**config.mk**
```make
export PLATFORM = sky130hd
export DESIGN_NAME = combined_lcg_shuffle_rng_unit
export DESIGN_NICKNAME = d
export VERILOG_FILES = /design/src/rtl/clsr_pkg.sv /design/src/rtl/clsr_ctrl.sv /design/src/rtl/clsr_datapath.sv /design/src/rtl/combined_lcg_shuffle_rng_unit.sv
export SDC_FILE = /design/constraint.sdc
export NUM_CORES = 2
export LEC_CHECK = 0
export BUFFER_PORTS_ARGS = -buffer_cell sky130_fd_sc_hd__buf_2
export CORE_ASPECT_RATIO = 2
export CORE_MARGIN = 3
export CORE_UTILIZATION = 52
export DETAILED_ROUTE_END_ITERATION = 10
export PLACE_DENSITY = 0.71
export SETUP_SLACK_MARGIN = 0.5
export SLEW_MARGIN = 0
export SYNTH_ARGS = -nofsm -noshare
export SYNTH_HDL_FRONTEND = slang
export SYNTH_HIERARCHICAL = 1
export SYNTH_SLANG_ARGS = --single-unit
```
**constraint.sdc**
```tcl
create_clock -name clock -period 19.3 [get_ports clock]
set_clock_uncertainty 0.2 [all_clocks]
set_input_delay 2.895 -clock clock [delete_from_list [all_inputs] [get_ports clock]]
set_output_delay 2.895 -clock clock [all_outputs]
set_load 0.02 [all_outputs]
```
**src/rtl/clsr_pkg.sv**
```systemverilog
`timescale 1ns / 1ps

package clsr_pkg;

   // Field widths
   localparam int GEN_W  = 31;
   localparam int CNT_W  = 32;
   localparam int MUL_W  = 16;
   localparam int PROD_W = GEN_W + MUL_W;
   localparam int FOLD_W = 32;
   localparam int CORR_W = 8;
   localparam int REQ_W  = 32;
   localparam int RSP_W  = 64;

   // Generator constants; 2^31 = modulus + correction
   localparam logic [MUL_W-1:0]  MUL_ONE  = 16'd40014;
   localparam logic [MUL_W-1:0]  MUL_TWO  = 16'd40692;
   localparam logic [FOLD_W-1:0] MOD_ONE  = 32'd2147483563;
   localparam logic [FOLD_W-1:0] MOD_TWO  = 32'd2147483399;
   localparam logic [CORR_W-1:0] CORR_ONE = 8'd85;
   localparam logic [CORR_W-1:0] CORR_TWO = 8'd249;
   localparam logic [GEN_W-1:0]  IMM1     = 31'd2147483562;

   typedef enum logic [3:0] {
      ST_IDLE,
      ST_WARM_MUL,
      ST_WARM_FOLD,
      ST_WARM_WB,
      ST_DRAW_MUL,
      ST_DRAW_FOLD,
      ST_DRAW_WB,
      ST_DRAW_READ,
      ST_DRAW_OUT
   } state_type;

   typedef struct packed {
      logic load;     // capture an accepted word, bump the call counter
      logic reseed;   // load both generators from the seed
      logic mul;      // multiply stage of both generators and slot estimate
      logic fold;     // fold stage of both generators and slot bound
      logic wb_fill;  // write back generator one during warm-up, fill table
      logic wb_draw;  // write back both generators, settle the slot
      logic rd;       // read the shuffle table at the slot
      logic finish;   // form the result, store generator one, load output
   } cmd_type;

   typedef struct packed {
      logic warm_last;
   } status_type;

endpackage

```
**src/rtl/clsr_ctrl.sv**
```systemverilog
`timescale 1ns / 1ps

module clsr_ctrl (
   input  logic                   clock,
   input  logic                   reset,
   input  logic                   req_tvalid,
   input  logic                   req_reseed,
   output logic                   req_tready,
   output logic                   rsp_tvalid,
   input  logic                   rsp_tready,
   output clsr_pkg::cmd_type      cmd,
   input  clsr_pkg::status_type   status
);
   import clsr_pkg::*;

   state_type state_ff, state_in;
   logic      rsp_valid_ff, rsp_valid_in;

   always_ff @(posedge clock) begin
      if (reset) begin
         state_ff     <= ST_IDLE;
         rsp_valid_ff <= 1'b0;
      end else begin
         state_ff     <= state_in;
         rsp_valid_ff <= rsp_valid_in;
      end
   end

   always_comb begin
      state_in     = state_ff;
      cmd          = '0;
      req_tready   = 1'b0;
      rsp_valid_in = rsp_valid_ff && !rsp_tready;
      case (state_ff)
         ST_IDLE: begin
            req_tready = 1'b1;
            if (req_tvalid) begin
               cmd.load   = 1'b1;
               cmd.reseed = req_reseed;
               state_in   = req_reseed ? ST_WARM_MUL : ST_DRAW_MUL;
            end
         end
         ST_WARM_MUL: begin
            cmd.mul  = 1'b1;
            state_in = ST_WARM_FOLD;
         end
         ST_WARM_FOLD: begin
            cmd.fold = 1'b1;
            state_in = ST_WARM_WB;
         end
         ST_WARM_WB: begin
            cmd.wb_fill = 1'b1;
            state_in    = status.warm_last ? ST_DRAW_MUL : ST_WARM_MUL;
         end
         ST_DRAW_MUL: begin
            cmd.mul  = 1'b1;
            state_in = ST_DRAW_FOLD;
         end
         ST_DRAW_FOLD: begin
            cmd.fold = 1'b1;
            state_in = ST_DRAW_WB;
         end
         ST_DRAW_WB: begin
            cmd.wb_draw = 1'b1;
            state_in    = ST_DRAW_READ;
         end
         ST_DRAW_READ: begin
            cmd.rd   = 1'b1;
            state_in = ST_DRAW_OUT;
         end
         ST_DRAW_OUT: begin
            // hold until the output register is free
            if (!rsp_valid_ff || rsp_tready) begin
               cmd.finish   = 1'b1;
               rsp_valid_in = 1'b1;
               state_in     = ST_IDLE;
            end
         end
         default: begin
            state_in = ST_IDLE;
         end
      endcase
   end

   assign rsp_tvalid = rsp_valid_ff;

endmodule

```
**src/rtl/clsr_datapath.sv**
```systemverilog
`timescale 1ns / 1ps

module clsr_datapath #(
   parameter int TABLE_DEPTH = 32
) (
   input  logic                          clock,
   input  logic                          reset,
   input  clsr_pkg::cmd_type             cmd,
   output clsr_pkg::status_type          status,
   input  logic [clsr_pkg::GEN_W-1:0]    seed_value,
   output logic [clsr_pkg::GEN_W-1:0]    random_value,
   output logic [clsr_pkg::CNT_W-1:0]    draw_count
);
   import clsr_pkg::*;

   localparam int IDX_W   = $clog2(TABLE_DEPTH);
   localparam int EST_W   = IDX_W + 1;
   localparam int WARM_W  = $clog2(TABLE_DEPTH + 8);
   localparam int BOUND_W = 32;
   localparam int DIFF_W  = GEN_W + 2;
   localparam longint unsigned SLOT_DIV_L = 64'd1 + 64'(IMM1) / 64'(TABLE_DEPTH);
   localparam longint unsigned RECIP_L    = (64'd1 << GEN_W) / SLOT_DIV_L;
   localparam int RECIP_W = $clog2(RECIP_L + 1);
   localparam int RP_W    = GEN_W + RECIP_W;
   localparam logic [GEN_W-1:0]   SLOT_DIV   = GEN_W'(SLOT_DIV_L);
   localparam logic [RECIP_W-1:0] RECIP      = RECIP_W'(RECIP_L);
   localparam logic [WARM_W-1:0]  WARM_LAST  = WARM_W'(TABLE_DEPTH + 7);
   localparam logic [WARM_W-1:0]  WARM_DEPTH = WARM_W'(TABLE_DEPTH);
   localparam logic [EST_W-1:0]   EST_DEPTH  = EST_W'(TABLE_DEPTH);
   localparam logic [IDX_W-1:0]   IDX_LAST   = IDX_W'(TABLE_DEPTH - 1);

   // Architectural state
   logic [GEN_W-1:0]  gen1_ff, gen1_in;
   logic [GEN_W-1:0]  gen2_ff, gen2_in;
   logic [GEN_W-1:0]  last_ff, last_in;
   logic [CNT_W-1:0]  count_ff;
   logic [WARM_W-1:0] warm_cnt_ff;
   logic [TABLE_DEPTH-1:0] valid_ff;
   logic [GEN_W-1:0]  shuffle_mem [TABLE_DEPTH];

   // Generator pipeline
   logic [PROD_W-1:0] prod1_ff, prod2_ff;
   logic [FOLD_W-1:0] fold1_ff, fold2_ff;
   logic [FOLD_W-1:0] fold1_c, fold2_c;
   logic [GEN_W-1:0]  red1, red2;

   // Slot pipeline
   logic [RP_W-1:0]    rprod_ff;
   logic [EST_W-1:0]   est_ff, est_c, est_inc;
   logic [BOUND_W-1:0] bound_ff, bound_c;
   logic [EST_W-1:0]   slot_sum;
   logic [IDX_W-1:0]   slot_ff, slot_in;

   // Table access and result
   logic [GEN_W-1:0]  rd_data_ff;
   logic              rd_valid_ff;
   logic              wr_en;
   logic [IDX_W-1:0]  wr_addr;
   logic [GEN_W-1:0]  wr_data;
   logic              fill_hit;
   logic [GEN_W-1:0]  entry;
   logic [DIFF_W-1:0] diff;
   logic [GEN_W-1:0]  result;
   logic [GEN_W-1:0]  seed_eff;
   logic [GEN_W-1:0]  rsp_value_ff;
   logic [CNT_W-1:0]  rsp_count_ff;

   assign seed_eff = (seed_value == '0) ? GEN_W'(1) : seed_value;

   // Fold the high part back in: 2^31 is congruent to the correction term
   assign fold1_c = FOLD_W'(prod1_ff[PROD_W-1:GEN_W]) * FOLD_W'(CORR_ONE)
                  + FOLD_W'(prod1_ff[GEN_W-1:0]);
   assign fold2_c = FOLD_W'(prod2_ff[PROD_W-1:GEN_W]) * FOLD_W'(CORR_TWO)
                  + FOLD_W'(prod2_ff[GEN_W-1:0]);
   assign red1 = (fold1_ff >= MOD_ONE) ? GEN_W'(fold1_ff - MOD_ONE) : GEN_W'(fold1_ff);
   assign red2 = (fold2_ff >= MOD_TWO) ? GEN_W'(fold2_ff - MOD_TWO) : GEN_W'(fold2_ff);

   // Slot estimate is the true quotient or one below it
   assign est_c    = EST_W'(rprod_ff >> GEN_W);
   assign est_inc  = est_c + EST_W'(1);
   assign bound_c  = BOUND_W'(est_inc) * BOUND_W'(SLOT_DIV);
   assign slot_sum = est_ff + EST_W'({1'b0, last_ff} >= bound_ff);
   assign slot_in  = (slot_sum >= EST_DEPTH) ? IDX_LAST : slot_sum[IDX_W-1:0];

   assign fill_hit = cmd.wb_fill && (warm_cnt_ff < WARM_DEPTH);
   assign wr_en    = fill_hit || cmd.finish;
   assign wr_addr  = cmd.finish ? slot_ff : warm_cnt_ff[IDX_W-1:0];
   assign wr_data  = cmd.finish ? gen1_ff : red1;

   // Unwritten slots read as zero
   assign entry  = rd_valid_ff ? rd_data_ff : '0;
   assign diff   = {2'b00, entry} - {2'b00, gen2_ff};
   assign result = (diff[DIFF_W-1] || diff == '0) ? GEN_W'(diff + DIFF_W'(IMM1))
                                                   : GEN_W'(diff);

   always_comb begin
      gen1_in = gen1_ff;
      gen2_in = gen2_ff;
      last_in = last_ff;
      if (cmd.load && cmd.reseed) begin
         gen1_in = seed_eff;
         gen2_in = seed_eff;
      end else if (cmd.wb_fill) begin
         gen1_in = red1;
         if (warm_cnt_ff == '0) begin
            last_in = red1;
         end
      end else if (cmd.wb_draw) begin
         gen1_in = red1;
         gen2_in = red2;
      end else if (cmd.finish) begin
         last_in = result;
      end
   end

   always_ff @(posedge clock) begin
      if (reset) begin
         gen1_ff     <= GEN_W'(1);
         gen2_ff     <= GEN_W'(1);
         last_ff     <= '0;
         count_ff    <= '0;
         warm_cnt_ff <= '0;
         valid_ff    <= '0;
      end else begin
         gen1_ff <= gen1_in;
         gen2_ff <= gen2_in;
         last_ff <= last_in;
         if (cmd.load) begin
            count_ff <= count_ff + CNT_W'(1);
         end
         if (cmd.load && cmd.reseed) begin
            warm_cnt_ff <= WARM_LAST;
         end else if (cmd.wb_fill && warm_cnt_ff != '0) begin
            warm_cnt_ff <= warm_cnt_ff - WARM_W'(1);
         end
         if (wr_en) begin
            valid_ff[wr_addr] <= 1'b1;
         end
      end
   end

   always_ff @(posedge clock) begin
      if (cmd.mul) begin
         prod1_ff <= PROD_W'(gen1_ff) * PROD_W'(MUL_ONE);
         prod2_ff <= PROD_W'(gen2_ff) * PROD_W'(MUL_TWO);
         rprod_ff <= RP_W'(last_ff) * RP_W'(RECIP);
      end
      if (cmd.fold) begin
         fold1_ff <= fold1_c;
         fold2_ff <= fold2_c;
         est_ff   <= est_c;
         bound_ff <= bound_c;
      end
      if (cmd.wb_draw) begin
         slot_ff <= slot_in;
      end
      if (cmd.rd) begin
         rd_data_ff  <= shuffle_mem[slot_ff];
         rd_valid_ff <= valid_ff[slot_ff];
      end
      if (wr_en) begin
         shuffle_mem[wr_addr] <= wr_data;
      end
      if (cmd.finish) begin
         rsp_value_ff <= result;
         rsp_count_ff <= count_ff;
      end
   end

   assign status.warm_last = (warm_cnt_ff == '0);
   assign random_value     = rsp_value_ff;
   assign draw_count       = rsp_count_ff;

endmodule

```
**src/rtl/combined_lcg_shuffle_rng_unit.sv**
```systemverilog
`timescale 1ns / 1ps
// Channel | Direction | Handshake            | Payload
// req     | in        | req_tvalid/tready    | tuser: reseed flag; tdata: seed
// rsp     | out       | rsp_tvalid/tready    | tdata: random value, call count
//
// A draw runs through an accept state, then multiply, fold and write-back of
// both generators, a registered table read and the combine step, which waits
// while the output register is still full. A reseed adds warm-up steps of
// generator one before the draw, each a multiply, fold and reduce pass.
// Synchronous active-high reset; the table reads as zero until written.
// One word is in flight at a time; a finished word waits in the output
// register while the next request is accepted.

module combined_lcg_shuffle_rng_unit #(
   parameter int TABLE_DEPTH = 32
) (
   input  logic                        clock,
   input  logic                        reset,
   input  logic                        req_tvalid,
   output logic                        req_tready,
   input  logic [clsr_pkg::REQ_W-1:0]  req_tdata,  // [30:0] seed_value, [31] zero
   input  logic                        req_tuser,  // [0] action
   output logic                        rsp_tvalid,
   input  logic                        rsp_tready,
   output logic [clsr_pkg::RSP_W-1:0]  rsp_tdata   // [30:0] random_value,
                                                   // [62:31] draw_count, [63] zero
);
   import clsr_pkg::*;

   cmd_type          cmd;
   status_type       status;
   logic [GEN_W-1:0] random_value;
   logic [CNT_W-1:0] draw_count;

   clsr_ctrl u_ctrl (
      .clock      (clock),
      .reset      (reset),
      .req_tvalid (req_tvalid),
      .req_reseed (req_tuser),
      .req_tready (req_tready),
      .rsp_tvalid (rsp_tvalid),
      .rsp_tready (rsp_tready),
      .cmd        (cmd),
      .status     (status)
   );

   clsr_datapath #(
      .TABLE_DEPTH (TABLE_DEPTH)
   ) u_datapath (
      .clock        (clock),
      .reset        (reset),
      .cmd          (cmd),
      .status       (status),
      .seed_value   (req_tdata[GEN_W-1:0]),
      .random_value (random_value),
      .draw_count   (draw_count)
   );

   assign rsp_tdata = {1'b0, draw_count, random_value};

endmodule

```
==> results.md <==
* Outcome: complete, no violations
* Worst r2r dst: u_datapath/prod2_ff[45]
* Area of the multi-input gates at 0.03632 mm²
* Clock sinks at 1,455
* IO Pins at 103
* Reg area at 0.04201 mm²
* Min-Delay Path Depth at 0
* Via density at 6.027
* Drt first pass iters at 8
* Post-CTS Setup Inserts at 0
* CTS resizes at 0
* Die ar. at 0.1622 mm²
* Critical Path Sink Type: flop
* CP arrival at 8290 ps
* Final setup vio count at 0
* Initial Util at 52.39%
* GRT overflow at 0
* DP HPWL at 168,300 µm
* WL/cell at 28.58 µm
* Worst R2R Path Depth at 23
* Reg-to-reg slack, setup at 11,270 ps
* DRC errors left at 0
* Maximum buffer depth of the clock tree at 3
* Critical Path RT at 19,560 ps
* Slew headroom at 4.180%
* Final hold viol count at 0
* Layout cells sized above 1 at 14.06%
* Mapped Cells at 5,837
* Fillers at 12,270
* Peak Freq at 0.1245 GHz
* Post-Layout Cell Count at 8,149
* Core footprint at 0.1560 mm²
* #FFs+latches synth at 1,455
* First-pass GRT wire length at 338,700 µm
* IO buf count at 100
* Inst Count DP at 7,925
* Syn_area_per_cell at 14.00 µm²
* Width of the die at 286.3 µm
* CTS root buffer: clkbuf_16
* CP Launch Type: flop
* Most frequent cells in the layout: edfxtp_1 (1,287), inv_1 (814), ha_1 (542)
* H-tree levels at 3
* Async S/R FF share, synth at 0%
* Worst-skew pair later-pin latency at 760 ps
* Period minus WS final at 8034 ps
* HP Start: u_datapath/count_ff[31]
* Endpoint, Worst Hold: u_datapath/draw_count[31]
* CP max FO at 9
* Number of core rows at 205
* Most used DFF post-synth: edfxtp_1
* Die height at 566.6 µm
* Nets at 7,019
* Largest net degree at the start of global routing at 115
* Vias in the first global route at 52,430
* Library cells used by synthesis at 93
* Mapped Area at 0.08170 mm²
* Initial antenna violation count at 3
* Unrepaired setup endpoints after global routing: false
* Initial DRC count at 4,020
* Num CTS Buffers at 116
* Commonest non-fill, non-tap cell in the layout: edfxtp_1
* Yosys warning total at 6
* Final Slew Violations at 0
* Setup TNS Final at 0 ps
* Hold WS at 264.9 ps
* Clock-pin slew on the worst setup and hold paths at 70 ps
* GP Congestion at 1.032
* Final Util at 57.27%
* CTS tree: yes
* Worst Tran Pin Value at 1431 ps
* Post-Route WL at 232,900 µm
* Crit Path Class: reg2reg
* Tcrit/Tclk final at 41.63%
* Synth Net Count at 6,883
* Area Growth Syn to Fin at 9.322%
* Hold Buf Count CTS at 0
* Maxcap violations at 0
* Post-synth EDFFs at 1,287
* Post-route ant nets at 0
* Reg2reg start: u_datapath/gen2_ff[7]
* Sequential area share after synthesis at 51.42%
* DR vias at 49,120
* Worst Hold Class: reg2reg
* GRT Overall Usage at 29.04%
## sequential cells by signal, indices dropped and copies added (netlist names), 32 cells and up
name and count:
u_datapath/shuffle_mem 992, u_datapath/prod1_ff 46, u_datapath/draw_count 32, u_datapath/fold2_ff 32, u_datapath/count_ff 32, u_datapath/prod2_ff 45
u_datapath/fold1_ff 32, u_datapath/valid_ff 32
## layout make-up
| cell class | instances | share of cell area (%) |
|---|---|---|
| diodes | 4 | 0.01121 |
| clock buffers | 132 | 3.373 |
| clock inverters | 88 | 1.276 |
| inverters | 817 | 3.434 |
| multi-input cells | 3396 | 40.66 |
| flip-flops and latches | 1455 | 47.04 |
| well taps | 2070 | 2.900 |
| repair buffers | 187 | 1.308 |
## metrics by stage
| step | area [µm²] | setup WS [ps] |
|---|---|---|
| finish | 89310 | 11270 |
| global placement | 85140 | 11490 |
| floorplan | 81700 | 10580 |
| global route | 89310 | 11090 |
| detailed placement | 85140 | 11470 |
| CTS | 89290 | 11400 |
## per-layer routing
layer  track usage, %  up-vias  wire length, µm
li1                 -    21250                -
met1            27.43    24970            68100
met2            54.13     2023           126700
met3            3.780      871            12400
met4            25.38        2            25730
met5                0        -               11
## Yosys cell counts, drive strengths merged (7+ instances only)
cell type | n | area share (%)
edfxtp | 1287 | 47
inv | 815 | 3.7
ha | 542 | 8.3
fa | 467 | 11
nor2 | 393 | 1.8
mux4 | 320 | 8.8
a21oi | 252 | 1.5
dfxtp | 168 | 4.1
nand2 | 166 | 0.76
xnor2 | 163 | 1.7
clkbuf | 126 | 0.58
o21ai | 125 | 0.77
xor2 | 102 | 1.1
a21o | 89 | 0.82
nand3 | 82 | 0.51
nor3 | 81 | 0.53
mux2 | 57 | 0.79
and2 | 55 | 0.42
a211oi | 49 | 0.47
buf | 43 | 0.24
and3 | 33 | 0.25
nand4 | 32 | 0.25
o21bai | 32 | 0.29
or3 | 31 | 0.25
o21a | 26 | 0.24
nand2b | 25 | 0.19
nor2b | 25 | 0.19
a31oi | 20 | 0.16
a21boi | 17 | 0.16
nor4 | 17 | 0.17
o31ai | 15 | 0.14
a22oi | 14 | 0.13
mux2i | 14 | 0.17
or2 | 14 | 0.11
a31o | 10 | 0.11
and4 | 10 | 0.11
nand3b | 9 | 0.083
o211ai | 9 | 0.083
a2111oi | 8 | 0.086
a311oi | 8 | 0.086
or4 | 7 | 0.064
## critical path: stages (launching register included)
cell	delay, ps
dfxtp_1	740
fa_1	610
ha_1	340
inv_1	60
fa_1	460
fa_1	490
inv_1	70
fa_1	530
inv_1	50
fa_1	490
inv_1	40
ha_1	350
o21a_1	170
o21a_1	110
a21oi_1	100
o21a_1	260
o21ai_0	950
o41ai_1	160
buf_4	210
o221ai_1	430
a21oi_1	260
a211o_1	360
o21ai_0	210
xor2_1	90
## worst max-delay path by stage
stage,startpoint,endpoint,depth (start not counted)
after detailed placement,u_datapath/gen2_ff[7],u_datapath/prod2_ff[45],23
after floorplan,rsp_tready,u_datapath/shuffle_mem[13][0],8
after global placement,u_datapath/gen2_ff[7],u_datapath/prod2_ff[45],23
after CTS,u_datapath/gen2_ff[7],u_datapath/prod2_ff[45],23
final,u_datapath/gen2_ff[7],u_datapath/prod2_ff[45],23
after global routing,u_datapath/gen2_ff[6],u_datapath/prod2_ff[45],24
## cells by family (layout without fill, tap and decap cells)
family / after synthesis / in the layout / share of synthesized area (%)
muxes: 391 / 391 / 9.779
adders and majority gates: 1009 / 1009 / 19.74
xor gates and xnor gates: 265 / 265 / 2.841
other: 1 / 5 / 0.004590
and+or+nand+nor: 992 / 992 / 5.832
AOI/OAI and AO/OA: 738 / 738 / 5.807
DFF: 1455 / 1455 / 51.42
buffers and inverters: 986 / 1224 / 4.571
Power is not shown: default switching activity piles up to over one toggle a cycle in this logic, so the estimate is an artifact.
